## src/hdl/tccs_pkg.sv

```systemverilog
// tccs_pkg: shared constants, types and helpers of the text console engine
// depends on: nothing
package tccs_pkg;

  // screen geometry
  localparam int COLS   = 80;
  localparam int ROWS   = 25;
  localparam int CELLS  = COLS * ROWS;
  localparam int CELL_W = $clog2(CELLS);
  localparam int CNT_W  = $clog2(CELLS + 1);
  localparam int COL_W  = $clog2(COLS);
  localparam int ROW_W  = $clog2(ROWS);

  // transaction field widths
  localparam int FUNC_W = 2;
  localparam int CH_W   = 8;
  localparam int ATTR_W = 8;
  localparam int ADDR_W = 11;
  localparam int LOC_W  = 11;
  localparam int DATA_W = 16;

  // command queue between front and back
  localparam int QDEPTH  = 2;
  localparam int QPTR_W  = $clog2(QDEPTH);
  localparam int QCNT_W  = $clog2(QDEPTH + 1);

  // function codes
  localparam logic [FUNC_W-1:0] FUNC_PUT   = 2'd0;
  localparam logic [FUNC_W-1:0] FUNC_CLEAR = 2'd1;
  localparam logic [FUNC_W-1:0] FUNC_READ  = 2'd2;

  // character codes and cell values
  localparam logic [CH_W-1:0]   CH_TAB     = 8'd9;
  localparam logic [CH_W-1:0]   CH_NEWLINE = 8'd10;
  localparam logic [CH_W-1:0]   BLANK_CHAR = 8'h20;
  localparam logic [DATA_W-1:0] RESET_CELL = 16'h0720;

  typedef enum logic [2:0] {
    OP_NOP,
    OP_NEWLINE,
    OP_TAB,
    OP_DRAW,
    OP_CLEAR,
    OP_READ
  } op_t;

  typedef enum logic [2:0] {
    ST_INIT,
    ST_IDLE,
    ST_COPY,
    ST_FILL,
    ST_CLEAR,
    ST_WRITE,
    ST_READ,
    ST_DONE
  } state_t;

  typedef struct packed {
    op_t               op;
    logic [CH_W-1:0]   ch;
    logic [ATTR_W-1:0] attr;
    logic [CELL_W-1:0] addr;
    logic              addr_ok;
  } cmd_t;

  // linear cell index of a cursor position
  function automatic logic [CELL_W-1:0] cell_index(logic [ROW_W-1:0] row,
                                                   logic [COL_W-1:0] col);
    logic [CNT_W-1:0] full;
    full = CNT_W'(row) * CNT_W'(COLS) + CNT_W'(col);
    return full[CELL_W-1:0];
  endfunction

  // cursor location as reported in the result
  function automatic logic [LOC_W-1:0] cell_loc(logic [ROW_W-1:0] row,
                                                logic [COL_W-1:0] col);
    logic [CNT_W-1:0] full;
    full = CNT_W'(row) * CNT_W'(COLS) + CNT_W'(col);
    return LOC_W'(full);
  endfunction

  function automatic logic [DATA_W-1:0] blank_cell(logic [ATTR_W-1:0] attr);
    return {attr, BLANK_CHAR};
  endfunction

endpackage

```

## src/hdl/tccs_ifs.sv

```systemverilog
// tccs_in_if / tccs_out_if: valid-ready channels of the text console engine
// depends on: tccs_pkg
interface tccs_in_if;
  logic                          valid;
  logic                          ready;
  logic [tccs_pkg::FUNC_W-1:0]   func;
  logic [tccs_pkg::CH_W-1:0]     ch;
  logic [tccs_pkg::ATTR_W-1:0]   attr;
  logic [tccs_pkg::ADDR_W-1:0]   cell_addr;

  modport source (output valid, func, ch, attr, cell_addr, input ready);
  modport sink   (input valid, func, ch, attr, cell_addr, output ready);
endinterface


```

## src/hdl/tccs_front.sv

```systemverilog
// tccs_front: accepts request transactions, decodes them into commands and
// queues them for the back end; depends on tccs_pkg and tccs_in_if
module tccs_front (
  input  logic            clk,
  input  logic            rst,
  tccs_in_if.sink         cmd_in,
  input  logic            accept_en,
  input  logic            pop,
  output logic            head_valid,
  output tccs_pkg::cmd_t  head
);

  tccs_pkg::cmd_t              decoded;
  tccs_pkg::cmd_t              queue [tccs_pkg::QDEPTH];
  logic [tccs_pkg::QPTR_W-1:0] wptr;
  logic [tccs_pkg::QPTR_W-1:0] rptr;
  logic [tccs_pkg::QCNT_W-1:0] count;
  logic                        push;
  logic                        do_pop;

  // decode the request into a command
  always_comb begin
    decoded.ch      = cmd_in.ch;
    decoded.attr    = cmd_in.attr;
    decoded.addr    = tccs_pkg::CELL_W'(cmd_in.cell_addr);
    decoded.addr_ok = 32'(cmd_in.cell_addr) < 32'(tccs_pkg::CELLS);
    case (cmd_in.func)
      tccs_pkg::FUNC_PUT: begin
        if (cmd_in.ch == tccs_pkg::CH_NEWLINE) begin
          decoded.op = tccs_pkg::OP_NEWLINE;
        end else if (cmd_in.ch == tccs_pkg::CH_TAB) begin
          decoded.op = tccs_pkg::OP_TAB;
        end else begin
          decoded.op = tccs_pkg::OP_DRAW;
        end
      end
      tccs_pkg::FUNC_CLEAR: decoded.op = tccs_pkg::OP_CLEAR;
      tccs_pkg::FUNC_READ:  decoded.op = tccs_pkg::OP_READ;
      default:              decoded.op = tccs_pkg::OP_NOP;
    endcase
  end

  // queue handshake
  assign cmd_in.ready = accept_en && (count != tccs_pkg::QCNT_W'(tccs_pkg::QDEPTH));
  assign push         = cmd_in.valid && cmd_in.ready;
  assign head_valid   = (count != '0);
  assign do_pop       = pop && head_valid;
  assign head         = queue[rptr];

  // queue storage
  always_ff @(posedge clk) begin
    if (push) begin
      queue[wptr] <= decoded;
    end
  end

  // queue pointers and fill count
  always_ff @(posedge clk) begin
    if (rst) begin
      wptr  <= '0;
      rptr  <= '0;
      count <= '0;
    end else begin
      if (push) begin
        wptr <= (wptr == tccs_pkg::QPTR_W'(tccs_pkg::QDEPTH - 1)) ? '0 : wptr + 1'b1;
      end
      if (do_pop) begin
        rptr <= (rptr == tccs_pkg::QPTR_W'(tccs_pkg::QDEPTH - 1)) ? '0 : rptr + 1'b1;
      end
      if (push && !do_pop) begin
        count <= count + 1'b1;
      end else if (do_pop && !push) begin
        count <= count - 1'b1;
      end
    end
  end

  a_no_overflow: assert property (@(posedge clk) disable iff (rst)
    count == tccs_pkg::QCNT_W'(tccs_pkg::QDEPTH) |-> !push)
    else $error("command queue written while full");

  a_no_underflow: assert property (@(posedge clk) disable iff (rst)
    count == '0 |=> count == '0 || count == tccs_pkg::QCNT_W'(1))
    else $error("command queue count jumped from empty");

  a_closed_in_init: assert property (@(posedge clk) disable iff (rst)
    !accept_en |-> !push)
    else $error("transaction taken while screen is being initialized");

endmodule

```

## src/flat_wrapper.sv

```systemverilog
// flat-port wrapper written by rule: the top's interface ports become plain ports
module tccs_front_flat 
  (clk, rst, accept_en, pop, head_valid, head, cmd_in_valid, cmd_in_func, cmd_in_ch, cmd_in_attr, cmd_in_cell_addr, cmd_in_ready);
  tccs_in_if cmd_in_i ();
  input  logic clk;
  input  logic rst;
  input  logic accept_en;
  input  logic pop;
  output logic head_valid;
  output tccs_pkg::cmd_t head;
  input wire logic [$bits(cmd_in_i.valid)-1:0] cmd_in_valid;
  input wire logic [$bits(cmd_in_i.func)-1:0] cmd_in_func;
  input wire logic [$bits(cmd_in_i.ch)-1:0] cmd_in_ch;
  input wire logic [$bits(cmd_in_i.attr)-1:0] cmd_in_attr;
  input wire logic [$bits(cmd_in_i.cell_addr)-1:0] cmd_in_cell_addr;
  output wire logic [$bits(cmd_in_i.ready)-1:0] cmd_in_ready;
  assign cmd_in_i.valid = cmd_in_valid;
  assign cmd_in_i.func = cmd_in_func;
  assign cmd_in_i.ch = cmd_in_ch;
  assign cmd_in_i.attr = cmd_in_attr;
  assign cmd_in_i.cell_addr = cmd_in_cell_addr;
  assign cmd_in_ready = cmd_in_i.ready;
  tccs_front u_core (.clk(clk), .rst(rst), .cmd_in(cmd_in_i), .accept_en(accept_en), .pop(pop), .head_valid(head_valid), .head(head));
endmodule
```

## config.mk

```make
export PLATFORM = sky130hd
export DESIGN_NAME = tccs_front_flat
export DESIGN_NICKNAME = d
export VERILOG_FILES = /design/src/hdl/tccs_pkg.sv /design/src/hdl/tccs_ifs.sv /design/src/hdl/tccs_front.sv /design/src/flat_wrapper.sv
export SDC_FILE = /design/constraint.sdc
export NUM_CORES = 1
export LEC_CHECK = 0
export ABC_AREA = 1
export CORE_ASPECT_RATIO = 0.7
export CORE_MARGIN = 8
export CORE_UTILIZATION = 35
export DETAILED_ROUTE_END_ITERATION = 6
export DONT_BUFFER_PORTS = 1
export GPL_TIMING_DRIVEN = 0
export PLACE_DENSITY = 0.57
export SYNTH_ARGS = -nofsm -noshare
export SYNTH_HDL_FRONTEND = slang
export SYNTH_SLANG_ARGS = --single-unit
```

## constraint.sdc

```tcl
create_clock -name clk -period 2.95 [get_ports clk]
set_input_delay 0.59 -clock clk [delete_from_list [all_inputs] [get_ports clk]]
set_output_delay 0.59 -clock clk [all_outputs]
set_load 0.05 [all_outputs]
```

==> results of run 1 <==
[power by group through the flow]
stage | combinational, mW | clock (mW) | sequential (mW)
4_1_cts | 0.587 | 0.874 | 1.14
5_1_grt | 0.606 | 0.918 | 1.14
2_1_floorplan | 0.514 | 0 | 1.15
3_5_place_dp | 0.585 | 0 | 1.16
6_report | 0.574 | 0.853 | 1.14
3_3_place_gp | 0.566 | 0 | 1.15
[path summary, 6_finish.rpt]
| path | from | to | slack [ns] | cells after the start |
|---|---|---|---|---|
| max | u_core.count[0] | cmd_in_ready | 0.81 | 2 |
| min reg2reg | u_core.rptr | u_core.rptr | 0.51 | 2 |
| max reg2reg | u_core.count[0] | u_core.queue[1][9] | 0.97 | 4 |
| min | rst | u_core.wptr | 0.33 | 1 |
[cells by family after synthesis]
| group | synth area share (%) |
|---|---|
| fa+ha+maj | 1.43 |
| mux | 13.3 |
| simple gates | 5.55 |
| compound gates | 1.39 |
| flops | 75.0 |
| buf+inv | 3.30 |
[registers in the layout, indices dropped and copies added, names as in the netlist, named ones only]
register and cells:
u_core.count 2, u_core.queue 62, u_core.rptr 1, u_core.wptr 1
[worst max-delay path, delay by kind of cell (launching register included)]
family | cells | cell delay, ns
AO/OA/AOI/OAI | 1 | 0.78
flip-flops | 1 | 0.35
buffers and inverters | 1 | 0.11
[layout make-up]
cell class / count / area share (%)
sequential: 67 / 65.9
multi-input combinational: 74 / 19.3
clock buffer: 9 / 4.16
tap: 98 / 4.12
clock inverter: 7 / 3.57
inverter: 14 / 1.77
buffer: 3 / 1.13
[metrics by stage]
stage | hold WS [ns] | util [%] | total power [mW] | cells | setup TNS, ns
2_1_floorplan | 0.465 | - | 1.66 | 158 | 0
3_3_place_gp | 0.483 | 37.6 | 1.72 | 256 | -4.71
3_5_place_dp | 0.503 | 37.7 | 1.74 | 256 | 0
4_1_cts | 0.310 | 40.8 | 2.60 | 272 | 0
5_1_grt | 0.298 | 40.8 | 2.67 | 272 | 0
6_report | 0.330 | 40.8 | 2.56 | 272 | 0
[metal layers]
layer,track usage [%],share of wire (%)
met5,0,0
met4,2.48,0.76
met3,9.11,16
met2,16.9,50
met1,8.13,33
[placed cells by master, fill, tap and decap left out]
master     synthesis  final
a21boi_1           0      1
a21oi_1            3      3
and2_1             1      1
and3_1             1      1
buf_6              3      3
bufinv_16          0      3
clkbuf_8           0      9
clkinv_1           0      3
clkinv_2           0      1
dfxtp_1            5      5
edfxtp_1          62     62
ha_1               3      3
inv_1             14     14
mux2_2            31     31
nand2_1           16     16
nand3_1            3      3
nand4_1            2      2
nor2_1             9      8
nor2_4             0      1
nor3_1             1      1
o2111ai_1          1      1
o21ai_0            1      1
or2_2              1      1
==> impl_metrics.csv, run 1 <==
group,metric,value,unit
run_status,outcome,"finished, final reports clean",
critical_path,slowest_stage,"a21boi_1",
timing,worstMarginPinSlew,1.24,ns
critical_path,end_kind,"output pin",
yosys,yosys_register_bits,67,
timing,slew_headroom,17.4,%
critical_path,crit_type,"flip-flop to output pin",
yosys,synth_area_leader_cell,"edfxtp_1",
critical_path,crit_fanout,6,
route,vias_per_cell,4.74,
power_and_ir_drop,leakagePower,1.03,nW
yosys,synthArstFlopShare,0,%
timing,max_freq,467,MHz
floorplanning,ioPinCount,67,
floorplanning,dieArea,10500,um2
power_and_ir_drop,switching_share,30.1,%
critical_path,crit_chain,"inv_1, a21boi_1",
finish,multiInputGateArea,576,um2
power_and_ir_drop,pwr-share-comb,22.4,%
yosys,synth_top_area_share,71.2,%
power_and_ir_drop,powerDensity,861,nW/um2
route,route.detailed.drc,0,
place,placed_cell_area,2750,um2
route,postRouteAntennaNets,0,
global_route,globalRoute.totalOverflow,0,
route,drtIter0Drc,14,
yosys,synth_nets,195,
timing,rsz0062_at_grt,"no",
critical_path,cpPeakStageDelay,0.78,ns
clock_network,htreeDepth,3,
critical_path,cp.arrival,1.55,ns
clock_network,cts_sinks,67,
yosys,ys_seq_area_share,75.0,%
flow_run,maxCapViolations,0,
route,vias,1288,
timing,finalCritPeriodShare,72.6,%
yosys,yosysMostFrequentCell,"edfxtp_1",
finish,regArea,1960,um2
timing,period_minus_slack,2.14,ns
yosys,syn_area_per_cell,16.6,um2
floorplanning,core.rowCount,26,
finish,fin_area,2980,um2
place,place_ws,0.876,ns
yosys,synth_edf_count,62,
power_and_ir_drop,seq_power_share,44.3,%
finish,fin_nets,206,
timing,setup_slack,0.808,ns
clock_network,path_clk_slew,0.06,ns
yosys,synthesis.area,2620,um2
clock_network,hold_buffers,0,
yosys,synth_top_cells_by_area,"edfxtp_1, mux2_2, dfxtp_1",
clock_network,cts_resized,0,
min_path,hold_class,"input pin to flip-flop",
power_and_ir_drop,intPower,1.79,mW
clock_network,insertion_delay,0.33,ns
floorplanning,start_util,35.9,%
floorplanning,die_height,88.3,um
finish,nFillCells,674,
floorplanning,dieWidth,119,um
finish,drive_gt1_share,28.2,%
clock_network,cts_tree,"built",
critical_path,required,2.36,ns
yosys,yosysUniqueCellTypes,18,
global_route,grt_pass1_vias,1424,
power_and_ir_drop,ir_worst_vdd,0.358,mV
global_route,grt_pass1_wl,7470,um
timing,hold_viol_final,0,
global_route,antenna_found_initial,0,
clock_network,cts_buffers,9,
place,port_buffers,0,
route,wl_per_cell,18.4,um
global_route,grt_max_degree,32,
clock_network,cts-root-buf,"clkbuf_8",
route,drt_pass1_iterations,5,
yosys,synth_commonest_cells,"edfxtp_1, mux2_2, nand2_1",
power_and_ir_drop,p_sw,0.771,mW
finish,area.growth.synth_to_final,13.8,%
critical_path,startpoint_type,"flip-flop",
place,dp_hpwl,3670,um
power_and_ir_drop,clock_power_share,33.3,%
floorplanning,core-area,7290,um2
timing,finalMaxSlewViolations,0,
finish,antenna_cells,0,
clock_network,clockBufferDepth,2,
timing,fin_skew,0.00495,ns
yosys,yosys_warnings,0,
yosys,synthFlopType,"edfxtp_1",
global_route,grt_usage,9.81,%
yosys,syn_inst,158,
place,gp_congestion,0.730,
timing,setup_violations,0,
route,drt-total-wl,5000,um
clock_network,cts_setup_buffers,0,
Power figures use the tool's default switching activity.
==> inputs of run 2 (changes only) <==
- ABC_AREA: 1 -> 0
- PLACE_DENSITY: 0.57 -> 0.59
- clock period: 2.95 -> 1.8 ns (I/O delays scaled with it)
==> run 2 against run 1 <==
  * Sequential cell count did not move
  * Synthesized cell count fell by 12%
  * Combinational power rose to 2.9 times the previous value
  * Critical endpoint is now head[24]
  * Largest power group unchanged
==> impl_metrics.csv, run 2 <==
group,metric,value,unit
timing,max_freq,565,MHz
place,port_buffers,0,
critical_path,ff2ff_setup_slack,0.19,ns
timing,period_minus_slack,1.77,ns
yosys,synth_top_area_share,72.7,%
yosys,synth_edf_count,62,
floorplanning,dieArea,10400,um2
floorplanning,core-area,7190,um2
route,drt_pass1_iterations,4,
finish,regArea,1960,um2
power_and_ir_drop,leakagePower,1.03,nW
route,wl_per_cell,19.3,um
place,place_ws,-0.182,ns
critical_path,startpoint_type,"flip-flop",
clock_network,cts_buffers,9,
power_and_ir_drop,powerDensity,1530,nW/um2
timing,worstMarginPinSlew,0.610,ns
finish,fin_nets,190,
timing,fin_skew,0.00535,ns
finish,drive_gt1_share,35.4,%
min_path,min_from,"rst",
timing,slew_headroom,59.1,%
clock_network,htreeDepth,3,
critical_path,crit_type,"flip-flop to output pin",
critical_path,rr_endpoint,"u_core.count[1]",
critical_path,timing.rr.start,"u_core.count[1]",
finish,reg_top3,"u_core.queue x62, u_core.count x2",
floorplanning,core.rowCount,26,
critical_path,end_kind,"output pin",
timing,finalCritPeriodShare,98.4,%
yosys,syn_area_per_cell,18.4,um2
finish,largest_reg_flops,62,
power_and_ir_drop,ir_worst_vdd,0.642,mV
floorplanning,dieWidth,118,um
route,route.detailed.drc,0,
clock_network,cts-root-buf,"clkbuf_8",
yosys,syn_inst,139,
route,postRouteAntennaNets,0,
global_route,grt_pass1_wl,7820,um
route,drtIter0Drc,30,
yosys,synth_top_cells_by_area,"edfxtp_1, mux2_2, dfxtp_1",
route,vias,1218,
clock_network,cts_sinks,67,
finish,antenna_cells,0,
yosys,ys_seq_area_share,76.6,%
floorplanning,die_height,87.6,um
flow_run,maxCapViolations,0,
global_route,globalRoute.totalOverflow,0,
route,vias_per_cell,4.76,
min_path,whs_path_depth,1,
floorplanning,ioPinCount,67,
timing,whs,0.0936,ns
critical_path,required,1.44,ns
route,drt-total-wl,4940,um
yosys,synth_nets,176,
timing,hold_viol_final,0,
yosys,synth_commonest_cells,"edfxtp_1, mux2_2, inv_1",
yosys,yosys_warnings,0,
yosys,synthFlopType,"edfxtp_1",
timing,setup_violations,0,
timing,finalMaxSlewViolations,0,
finish,regMostFlops,"u_core.queue",
min_path,hold_class,"input pin to flip-flop",
clock_network,path_clk_slew,0.06,ns
finish,multiInputGateArea,692,um2
clock_network,insertion_delay,0.33,ns
clock_network,hold_buffers,0,
critical_path,crit_fanout,10,
place,gp_congestion,0.750,
finish,area.growth.synth_to_final,17.6,%
place,dp_hpwl,3320,um
run_status,outcome,"finished, final reports clean",
yosys,synthesis.area,2560,um2
critical_path,cp.arrival,1.41,ns
yosys,yosysMostFrequentCell,"edfxtp_1",
finish,nFillCells,640,
floorplanning,start_util,35.6,%
global_route,grt_max_degree,17,
yosys,yosysUniqueCellTypes,20,
timing,setup_slack,0.0292,ns
global_route,antenna_found_initial,0,
clock_network,clockBufferDepth,2,
yosys,synth_area_leader_cell,"edfxtp_1",
timing,rsz0062_at_grt,"yes",
yosys,yosys_register_bits,67,
clock_network,cts_tree,"built",
yosys,synthArstFlopShare,0,%
finish,layout_common_cells,"edfxtp_1, mux2_4, clkbuf_8",
finish,final_common_cell,"edfxtp_1",
critical_path,reg2reg_depth,6,
global_route,grt_usage,10.2,%
global_route,grt_pass1_vias,1358,
run 2: changes by cell type after synthesis, sizes merged, moves of 2 or more:
cell   change
nand4      -2
nor2       -2
nand3      -3
inv        -6
xor2       +3
nand2     -14
o21ai      +2
run 2: power breakdown:
group	leakage, nW	internal (mW)	switching, mW
clock network	0.0726	0.498	0.504
logic	0.351	0.477	1.18
registers	0.606	1.87	0.0816
run 2: worst max path at each step:
stage / depth (start not counted) / endpoint / slack (ns)
floorplan: 2 / u_core.queue[0][0] / -0.50
global placement: 2 / u_core.queue[1][12] / -1.14
detailed placement: 6 / u_core.count[1] / -0.18
CTS: 2 / head[1] / -0.12
global route: 2 / head[1] / -0.04
finish: 2 / head[24] / 0.03
run 2: critical path, cell delays in order (launching register included):
cell and delay [ns]:
dfxtp_2 0.40, buf_6 0.20, mux2_2 0.48
run 2: stage by stage:
stage / util [%] / TNS, ns / instance area [um2] / cells / power, mW
floorplan: - / -30.89 / 2560 / 139 / 3.25
global placement: 37.3 / -70.71 / 2680 / 237 / 3.39
detailed placement: 37.5 / -6.66 / 2700 / 237 / 3.44
CTS: 41.5 / -1.49 / 2990 / 256 / 4.64
global route: 41.9 / -0.139 / 3010 / 256 / 4.83
finish: 41.9 / 0 / 3010 / 256 / 4.61
run 2: kinds of logic after synthesis:
logic type      after synthesis  synth area share, %
mux                          32                 14.1
xor+xnor                      3                 1.03
fa+ha+maj                     3                 1.47
simple gates                 14                 2.79
flops                        67                 76.6
buf+inv                      11                 1.76
compound gates                9                 2.25
run 2: timing repair:
item	in CTS	in global routing
resized for setup	29	7
setup buffers	1	0
endpoints found under the setup margin	95	45
pin swaps	3	0
cloned	2	0
run 2: final cells by class:
| cell class | count | area share, % |
|---|---|---|
| Sequential cell | 67 | 65.2 |
| Multi-Input combinational cell | 63 | 23.0 |
| Clock buffer | 12 | 4.49 |
| Tap cell | 98 | 4.07 |
| Buffer | 3 | 1.12 |
| Inverter | 8 | 0.997 |
| Clock inverter | 4 | 0.914 |
| Timing Repair Buffer | 1 | 0.249 |
run 2: per-layer routing:
metal / GRT usage (%) / wire length [um]
met4: 3.36 / 80
met5: 0 / 0
met2: 16.6 / 2350
met3: 8.11 / 674
met1: 9.76 / 1840
